==> src/design/fms_pkg.sv <==
package fms_pkg;

    localparam int unsigned HEIGHT_W   = 20;
    localparam int unsigned CLIMB_W    = 16;
    localparam int unsigned SPEED_W    = 16;
    localparam int unsigned CFG_IDX_W  = 8;
    localparam int unsigned CFG_DATA_W = 16;
    localparam int unsigned IN_DATA_W  = 48;
    localparam int unsigned OUT_DATA_W = 16;
    localparam int unsigned SUM_W      = HEIGHT_W + 2;

    localparam logic [CLIMB_W-1:0] TAKEOFF_HEIGHT_RST = 16'd1000;
    localparam logic [SPEED_W-1:0] SPEED_LIMIT_RST    = 16'd100;

    localparam logic [CFG_IDX_W-1:0] REG_TAKEOFF_HEIGHT = 8'd0;
    localparam logic [CFG_IDX_W-1:0] REG_SPEED_LIMIT    = 8'd1;

    localparam logic [2:0] MODE_READY   = 3'd0;
    localparam logic [2:0] MODE_TAKEOFF = 3'd1;
    localparam logic [2:0] MODE_HOVER   = 3'd2;
    localparam logic [2:0] MODE_PILOT   = 3'd3;
    localparam logic [2:0] MODE_CMD     = 3'd4;
    localparam logic [2:0] MODE_LAND    = 3'd5;

    localparam logic [2:0] SRC_ODOM       = 3'd0;
    localparam logic [2:0] SRC_HOVER_POSE = 3'd1;
    localparam logic [2:0] SRC_COMMAND    = 3'd2;
    localparam logic [2:0] SRC_STICKS     = 3'd3;
    localparam logic [2:0] SRC_START_POSE = 3'd4;

    localparam logic [2:0] REFUSE_NONE      = 3'd0;
    localparam logic [2:0] REFUSE_NO_ODOM   = 3'd1;
    localparam logic [2:0] REFUSE_CMD_ACT   = 3'd2;
    localparam logic [2:0] REFUSE_NO_RC     = 3'd3;
    localparam logic [2:0] REFUSE_MOVING    = 3'd4;
    localparam logic [2:0] REFUSE_SWITCH    = 3'd5;

    // packed MSB first: the last member sits in bit 0
    typedef struct packed {
        logic                       switch_ok;
        logic signed [HEIGHT_W-1:0] height_mm;
        logic                       on_ground;
        logic                       vehicle_armed;
        logic                       sticks_centered;
        logic                       stick_throttle_up;
        logic                       land_request;
        logic                       takeoff_request;
        logic [SPEED_W-1:0]         speed_mm_s;
        logic                       rc_fresh;
        logic                       cmd_fresh;
        logic                       odom_fresh;
    } t_in_item;

    typedef struct packed {
        logic [2:0] refuse_code;
        logic       start_trigger;
        logic       disarm_request;
        logic       capture_start;
        logic       capture_hover;
        logic [2:0] setpoint_source;
        logic [2:0] mode;
    } t_out_item;

    localparam int unsigned IN_ITEM_W  = $bits(t_in_item);
    localparam int unsigned OUT_ITEM_W = $bits(t_out_item);

endpackage

==> src/design/flight_mode_sequencer_core.sv <==
// Channel   | Dir | Beat fields
// s_axis    | in  | tdata: odom_fresh, cmd_fresh, rc_fresh, speed_mm_s, takeoff_request,
//           |     |   land_request, stick_throttle_up, sticks_centered, vehicle_armed,
//           |     |   on_ground, height_mm, switch_ok
// m_axis    | out | tdata: mode, setpoint_source, capture_hover, capture_start,
//           |     |   disarm_request, start_trigger, refuse_code
// cfg       | in  | index 0 takeoff_height_mm, index 1 static_speed_limit_mm_s
//
// One beat per cycle sustained unless the output stalls; each beat goes from input to output:
// input register, then one pass of mode logic into the result register.
// The mode state advances as a beat moves from the input register to the result register.
// Synchronous active-low reset clears mode, start height and trigger flag,
// and restores the config registers to their defaults.
// An output stall holds the result register and fills the input register, then backs up.
module flight_mode_sequencer_core (
    input  logic                              i_clk,
    input  logic                              i_rst_n,
    input  logic                              i_s_axis_tvalid,
    output logic                              o_s_axis_tready,
    // [0] odom_fresh [1] cmd_fresh [2] rc_fresh [18:3] speed_mm_s [19] takeoff_request
    // [20] land_request [21] stick_throttle_up [22] sticks_centered [23] vehicle_armed
    // [24] on_ground [44:25] height_mm [45] switch_ok [47:46] zero
    input  logic [fms_pkg::IN_DATA_W-1:0]     i_s_axis_tdata,
    output logic                              o_m_axis_tvalid,
    input  logic                              i_m_axis_tready,
    // [2:0] mode [5:3] setpoint_source [6] capture_hover [7] capture_start
    // [8] disarm_request [9] start_trigger [12:10] refuse_code [15:13] zero
    output logic [fms_pkg::OUT_DATA_W-1:0]    o_m_axis_tdata,
    input  logic                              i_cfg_valid,
    output logic                              o_cfg_ready,
    input  logic [fms_pkg::CFG_IDX_W-1:0]     i_cfg_index,
    input  logic [fms_pkg::CFG_DATA_W-1:0]    i_cfg_data
);

    typedef enum logic [2:0] {
        ST_READY   = fms_pkg::MODE_READY,
        ST_TAKEOFF = fms_pkg::MODE_TAKEOFF,
        ST_HOVER   = fms_pkg::MODE_HOVER,
        ST_PILOT   = fms_pkg::MODE_PILOT,
        ST_CMD     = fms_pkg::MODE_CMD,
        ST_LAND    = fms_pkg::MODE_LAND
    } t_mode;

    t_mode                                   r_mode, n_mode;
    logic signed [fms_pkg::HEIGHT_W-1:0]     r_start_height, n_start_height;
    logic                                    r_trigger_sent, n_trigger_sent;
    logic [fms_pkg::CLIMB_W-1:0]             r_takeoff_height;
    logic [fms_pkg::SPEED_W-1:0]             r_speed_limit;

    logic                                    r_in_vld;
    fms_pkg::t_in_item                       r_in;
    logic                                    r_out_vld;
    fms_pkg::t_out_item                      r_out, n_out;

    logic                                    advance;
    logic signed [fms_pkg::SUM_W-1:0]        target_height;
    logic signed [fms_pkg::SUM_W-1:0]        height_ext;
    logic                                    climb_done;
    logic                                    takeoff_go;

    assign advance         = r_in_vld && (!r_out_vld || i_m_axis_tready);
    assign o_s_axis_tready = !r_in_vld || advance;
    assign o_cfg_ready     = 1'b1;
    assign o_m_axis_tvalid = r_out_vld;
    assign o_m_axis_tdata  = {{(fms_pkg::OUT_DATA_W - fms_pkg::OUT_ITEM_W){1'b0}}, r_out};

    assign target_height = $signed({{2{r_start_height[fms_pkg::HEIGHT_W-1]}}, r_start_height})
                         + $signed({{(fms_pkg::SUM_W - fms_pkg::CLIMB_W){1'b0}},
                                    r_takeoff_height});
    assign height_ext    = $signed({{2{r_in.height_mm[fms_pkg::HEIGHT_W-1]}}, r_in.height_mm});
    assign climb_done    = height_ext >= target_height;
    assign takeoff_go    = r_in.takeoff_request || (r_in.stick_throttle_up && r_in.vehicle_armed);

    always_comb begin
        n_mode          = r_mode;
        n_start_height  = r_start_height;
        n_trigger_sent  = r_trigger_sent;
        n_out           = '0;
        unique case (r_mode)
            ST_READY: begin
                priority if (!r_in.odom_fresh) begin
                    n_out.refuse_code = fms_pkg::REFUSE_NO_ODOM;
                end else if (r_in.cmd_fresh) begin
                    n_out.refuse_code = fms_pkg::REFUSE_CMD_ACT;
                end else if (!r_in.rc_fresh) begin
                    n_out.refuse_code = fms_pkg::REFUSE_NO_RC;
                end else if (r_in.speed_mm_s > r_speed_limit) begin
                    n_out.refuse_code = fms_pkg::REFUSE_MOVING;
                end else if (takeoff_go) begin
                    if (!r_in.switch_ok) begin
                        n_out.refuse_code = fms_pkg::REFUSE_SWITCH;
                    end else begin
                        n_mode              = ST_TAKEOFF;
                        n_start_height      = r_in.height_mm;
                        n_out.capture_start = 1'b1;
                        n_trigger_sent      = 1'b0;
                    end
                end else begin
                    n_out.refuse_code = fms_pkg::REFUSE_NONE;
                end
            end
            ST_TAKEOFF: begin
                if (climb_done) begin
                    n_mode              = ST_HOVER;
                    n_out.capture_hover = 1'b1;
                end else begin
                    n_out.setpoint_source = fms_pkg::SRC_START_POSE;
                end
            end
            ST_HOVER: begin
                priority if (r_in.cmd_fresh) begin
                    n_mode = ST_CMD;
                end else if (r_in.land_request) begin
                    n_mode              = ST_LAND;
                    n_start_height      = r_in.height_mm;
                    n_out.capture_start = 1'b1;
                end else if (!r_in.sticks_centered) begin
                    n_mode = ST_PILOT;
                end else begin
                    n_out.setpoint_source = fms_pkg::SRC_HOVER_POSE;
                    n_out.start_trigger   = !r_trigger_sent;
                    n_trigger_sent        = 1'b1;
                end
            end
            ST_PILOT: begin
                priority if (r_in.sticks_centered) begin
                    n_mode              = ST_HOVER;
                    n_out.capture_hover = 1'b1;
                end else if (r_in.on_ground && r_in.vehicle_armed) begin
                    n_mode = ST_READY;
                end else begin
                    n_out.setpoint_source = fms_pkg::SRC_STICKS;
                end
            end
            ST_CMD: begin
                priority if (!r_in.cmd_fresh) begin
                    n_mode              = ST_HOVER;
                    n_out.capture_hover = 1'b1;
                end else if (!r_in.sticks_centered) begin
                    n_mode = ST_PILOT;
                end else begin
                    n_out.setpoint_source = fms_pkg::SRC_COMMAND;
                end
            end
            ST_LAND: begin
                if (r_in.on_ground) begin
                    n_out.disarm_request = 1'b1;
                    n_mode               = ST_READY;
                end else begin
                    n_out.setpoint_source = fms_pkg::SRC_START_POSE;
                end
            end
            default: begin
                n_mode = r_mode;
            end
        endcase
        n_out.mode = n_mode;
    end

    always_ff @(posedge i_clk) begin
        if (!i_rst_n) begin
            r_mode           <= ST_READY;
            r_start_height   <= '0;
            r_trigger_sent   <= 1'b0;
            r_takeoff_height <= fms_pkg::TAKEOFF_HEIGHT_RST;
            r_speed_limit    <= fms_pkg::SPEED_LIMIT_RST;
            r_in_vld         <= 1'b0;
            r_out_vld        <= 1'b0;
        end else begin
            if (i_cfg_valid) begin
                if (i_cfg_index == fms_pkg::REG_TAKEOFF_HEIGHT) begin
                    r_takeoff_height <= i_cfg_data;
                end
                if (i_cfg_index == fms_pkg::REG_SPEED_LIMIT) begin
                    r_speed_limit <= i_cfg_data;
                end
            end
            if (o_s_axis_tready) begin
                r_in_vld <= i_s_axis_tvalid;
            end
            if (advance) begin
                r_mode         <= n_mode;
                r_start_height <= n_start_height;
                r_trigger_sent <= n_trigger_sent;
                r_out_vld      <= 1'b1;
            end else if (i_m_axis_tready) begin
                r_out_vld <= 1'b0;
            end
        end
        if (o_s_axis_tready && i_s_axis_tvalid) begin
            r_in <= fms_pkg::t_in_item'(i_s_axis_tdata[fms_pkg::IN_ITEM_W-1:0]);
        end
        if (advance) begin
            r_out <= n_out;
        end
    end

endmodule

==> config.mk <==
export PLATFORM = sky130hd
export DESIGN_NAME = flight_mode_sequencer_core
export DESIGN_NICKNAME = d
export VERILOG_FILES = /design/src/design/fms_pkg.sv /design/src/design/flight_mode_sequencer_core.sv
export SDC_FILE = /design/constraint.sdc
export NUM_CORES = 1
export LEC_CHECK = 0
export ABC_AREA = 1
export ABC_CLOCK_PERIOD_IN_PS = 5750
export BUFFER_PORTS_ARGS = -buffer_cell sky130_fd_sc_hd__buf_2
export CORE_ASPECT_RATIO = 0.7
export CORE_MARGIN = 3
export CORE_UTILIZATION = 60
export CTS_CLUSTER_SIZE = 16
export DETAILED_ROUTE_END_ITERATION = 6
export PLACE_DENSITY_LB_ADDON = 0.25
export SLEW_MARGIN = 20
export SYNTH_ARGS = -nofsm -noshare
export SYNTH_HDL_FRONTEND = slang
export SYNTH_SLANG_ARGS = --single-unit
==> constraint.sdc <==
create_clock -name i_clk -period 5.75 [get_ports i_clk]
set_clock_uncertainty 0.1 [all_clocks]
set_input_delay 0.2875 -clock i_clk [delete_from_list [all_inputs] [get_ports i_clk]]
set_output_delay 0.2875 -clock i_clk [all_outputs]
set_load 0.005 [all_outputs]
==> metrics <==
status finished clean; CTS tree done; Reg2Reg Setup Slack 1.96 ns; period utilization 65.9%; Worst path most repeated cell nand2_1; CP cell instances ha_1 > inv_1 > fa_1 > o21ai_2 > a21boi_2 > o21ai_1 > nand3_1 > nand2_1 > nand3_1 > nand2_1 > nand2_1 > ha_1 > nand2_1 > nor2_2 > nand2_1 > or3_1 > nand4_1 > nand3_1; Max stage delay cell, worst path fa_1; top-count cell post-synth nand2_1; ys flop type edfxtp_1; pin count of the biggest net entering global routing 38; Seq/Total Area, Yosys 47.4%; wire length per cell 17.0 um; Nets 944; Slew HR 24.2%; I/O Buffers 89; Post-synth top cells nand2_1, inv_1, edfxtp_1, dfxtp_1, a21oi_1; clk slew on worst S/H paths 0.06 ns; DRT Pass-1 Iters 6; post-synthesis adder-cell area fraction 11.0%; CP peak stage delay 0.42 ns; top cell type's share of synthesized area 28.6%; simple-gate area share of the yosys netlist 19.3%; Static Leak 3.42 nW; DR iter-0 viols 430; Clock H-tree levels 4; CP Launch Point r_start_height[0]$_SDFFE_PN0P_; row count 30; worst r2r src r_start_height[0]$_SDFFE_PN0P_; share of async-settable or async-resettable flops after synthesis 0%; total gr overflow 0; Post-synth EDFFs 59; Distinct cells, synth 46; critical path data arrival time 3.84 ns; Least-Margin Pin Slew 1.14 ns; setup repair bufs after CTS 0; Placer Congestion 0.886; clk buf depth 2; Fin. Hold Viols 0; worst-path maximum fanout 4; Tot GR Track Use 28.8%; Remaining DRCs 0; die width 127 um; Root Buffer clkbuf_16; Setup TNS Final 0 ns; mean post-synth cell area 9.17 um^2; CTS Sinks 117; Critical Path RT 5.80 ns; Peak VDD IR 0.210 mV; Crit. End Element flip-flop; WL final 16.2 mm; vias 5,369; Critical Path Sink o_m_axis_tdata[0]$_DFFE_PP_; max-slew violation count 0; post-synthesis xor/xnor area fraction 2.40%; ant diodes 0; vias per cell 5.63; initial antenna violation count 0; Mapped Area 6190 um^2; main combinational cell family by area after synthesis simple AND/OR/NAND/NOR gates; io pins 96; endpoints failing setup 0; yosys warns 0; vias in the first global route 5,346; core box area 9870 um^2; post-layout min period 3.79 ns; Synth area leader edfxtp_1; worst reg2reg path depth 18; CTS Hold Bufs 46; Synth Register Bits 117; share of layout cells above drive strength 1 22.2%; die area 11,600 um^2; worst hold path class input port to flip-flop; Startpoint Class flip-flop; post-DP HPWL 10.9 mm; total CTS buffers 17; synth top area cells edfxtp_1, dfxtp_1, ha_1; RR Endpoint o_m_axis_tdata[0]$_DFFE_PP_; first-pass GRT wire length 26.0 mm; crit path kind flip-flop to flip-flop; cells after synthesis 675; # resized after CTS 0; PnR worst setup slack 1.96 ns; worst slack at placement 2.05 ns; Routed Antenna Nets 0; Worst-Skew Late Latency 0.42 ns; die extent in y 91.0 um; post-synthesis mux area share 0%; post-synthesis compound-gate area fraction 13.0%; pwr/cell area 286 nW/um^2; maximum clock rate 264 MHz; RSZ-0062 raised after global routing false; Initial Util 62.7%; max-cap violations 0; Layout area overhead 25.2%
-- critical path: cells and delay by family (launching register included) --
kind / cells / cell delay (ns)
compound gates: 3 / 0.59
fa+ha+maj: 3 / 0.98
buf+inv: 1 / 0.08
flops: 1 / 0.35
simple gates: 11 / 1.41
-- power by group --
part | internal, mW | total (mW) | leakage (nW) | switching, mW
logic | 0.0852 | 0.206 | 2.09 | 0.121
registers | 0.911 | 0.930 | 1.04 | 0.0189
clock network | 0.682 | 1.08 | 0.290 | 0.397
-- cell usage in the layout (no fill, tap or decap), types with 6 or more instances in the layout --
master	synthesis	final
xnor2_1	8	8
dlygate4sd3_1	0	46
ha_1	53	53
edfxtp_1	59	59
buf_2	2	89
inv_1	71	70
dfxtp_1	58	58
clkbuf_16	0	17
o21ai_0	38	38
nand4_1	24	24
a21oi_1	56	56
nand3_1	22	22
nor2_1	46	46
nand2_1	122	122
a21oi_2	18	18
nand2_2	20	20
xor2_1	9	9
nor2_2	6	6
o211ai_1	6	6
-- logic make-up after synthesis --
group                    Yosys count
AND/OR/NAND/NOR                  255
AO/OA/AOI/OAI                    134
flip-flops                       117
buffers and inverters             96
adder cells (fa/ha/maj)           54
XOR/XNOR                          17
other                              2
-- how the worst min path moves through the flow --
stage	from	end	slack, ns	cells past startpoint
2_1_floorplan	i_s_axis_tdata[25]	height_ext[0]$_DFFE_PP_	0.29	0
4_1_cts	i_cfg_data[8]	r_takeoff_height[8]$_SDFFE_PN1P_	0.007	3
3_3_place_gp	r_speed_limit[0]$_SDFFE_PN0P_	r_speed_limit[0]$_SDFFE_PN0P_	0.34	2
3_5_place_dp	r_speed_limit[0]$_SDFFE_PN0P_	r_speed_limit[0]$_SDFFE_PN0P_	0.35	2
5_1_grt	i_cfg_data[7]	r_takeoff_height[7]$_SDFFE_PN1P_	0.01	3
6_report	i_cfg_data[8]	r_takeoff_height[8]$_SDFFE_PN1P_	0.02	3
-- metal layers --
| metal | part of all wire [%] | vias to the layer above | GRT usage (%) | routed length, um |
|---|---|---|---|---|
| met1 | 42 | 2504 | 37.1 | 6810 |
| met2 | 47 | 242 | 45.8 | 7550 |
| met3 | 9.0 | 38 | 8.11 | 1460 |
| li1 | - | 2585 | - | - |
| met4 | 2.5 | 0 | 11.6 | 409 |
| met5 | 0 | - | 0 | 0 |
-- registers in the layout, summed over array words and instances, names as in the netlist --
signal	count
r_trigger_sent	1
r_takeoff_height	16
o_m_axis_tvalid	1
r_in_vld	1
r_mode	3
r_in	26
r_start_height	20
height_ext	20
o_m_axis_tdata	13
r_speed_limit	16
-- through the flow --
stage | hold WS (ns) | cell area [um^2] | std cells | utilization, % | power, mW
after floorplan | 0.286 | 6200 | 677 | - | 1.05
after global placement | 0.344 | 6690 | 876 | 67.7 | 1.11
after detailed placement | 0.352 | 6690 | 876 | 67.7 | 1.12
after CTS | 0.00687 | 7750 | 954 | 78.5 | 2.21
after global routing | 0.0108 | 7750 | 954 | 78.5 | 2.29
final | 0.0206 | 7750 | 954 | 78.5 | 2.21
-- area by class of cell --
class,count,area (um^2)
Sequential cell,117,2930
Clock buffer,17,425
Inverter,76,288
Timing Repair Buffer,137,921
Fill cell,658,2120
Multi-Input combinational cell,464,2850
Tap cell,128,160
Clock inverter,15,180
Power figures use the tool's default switching activity.
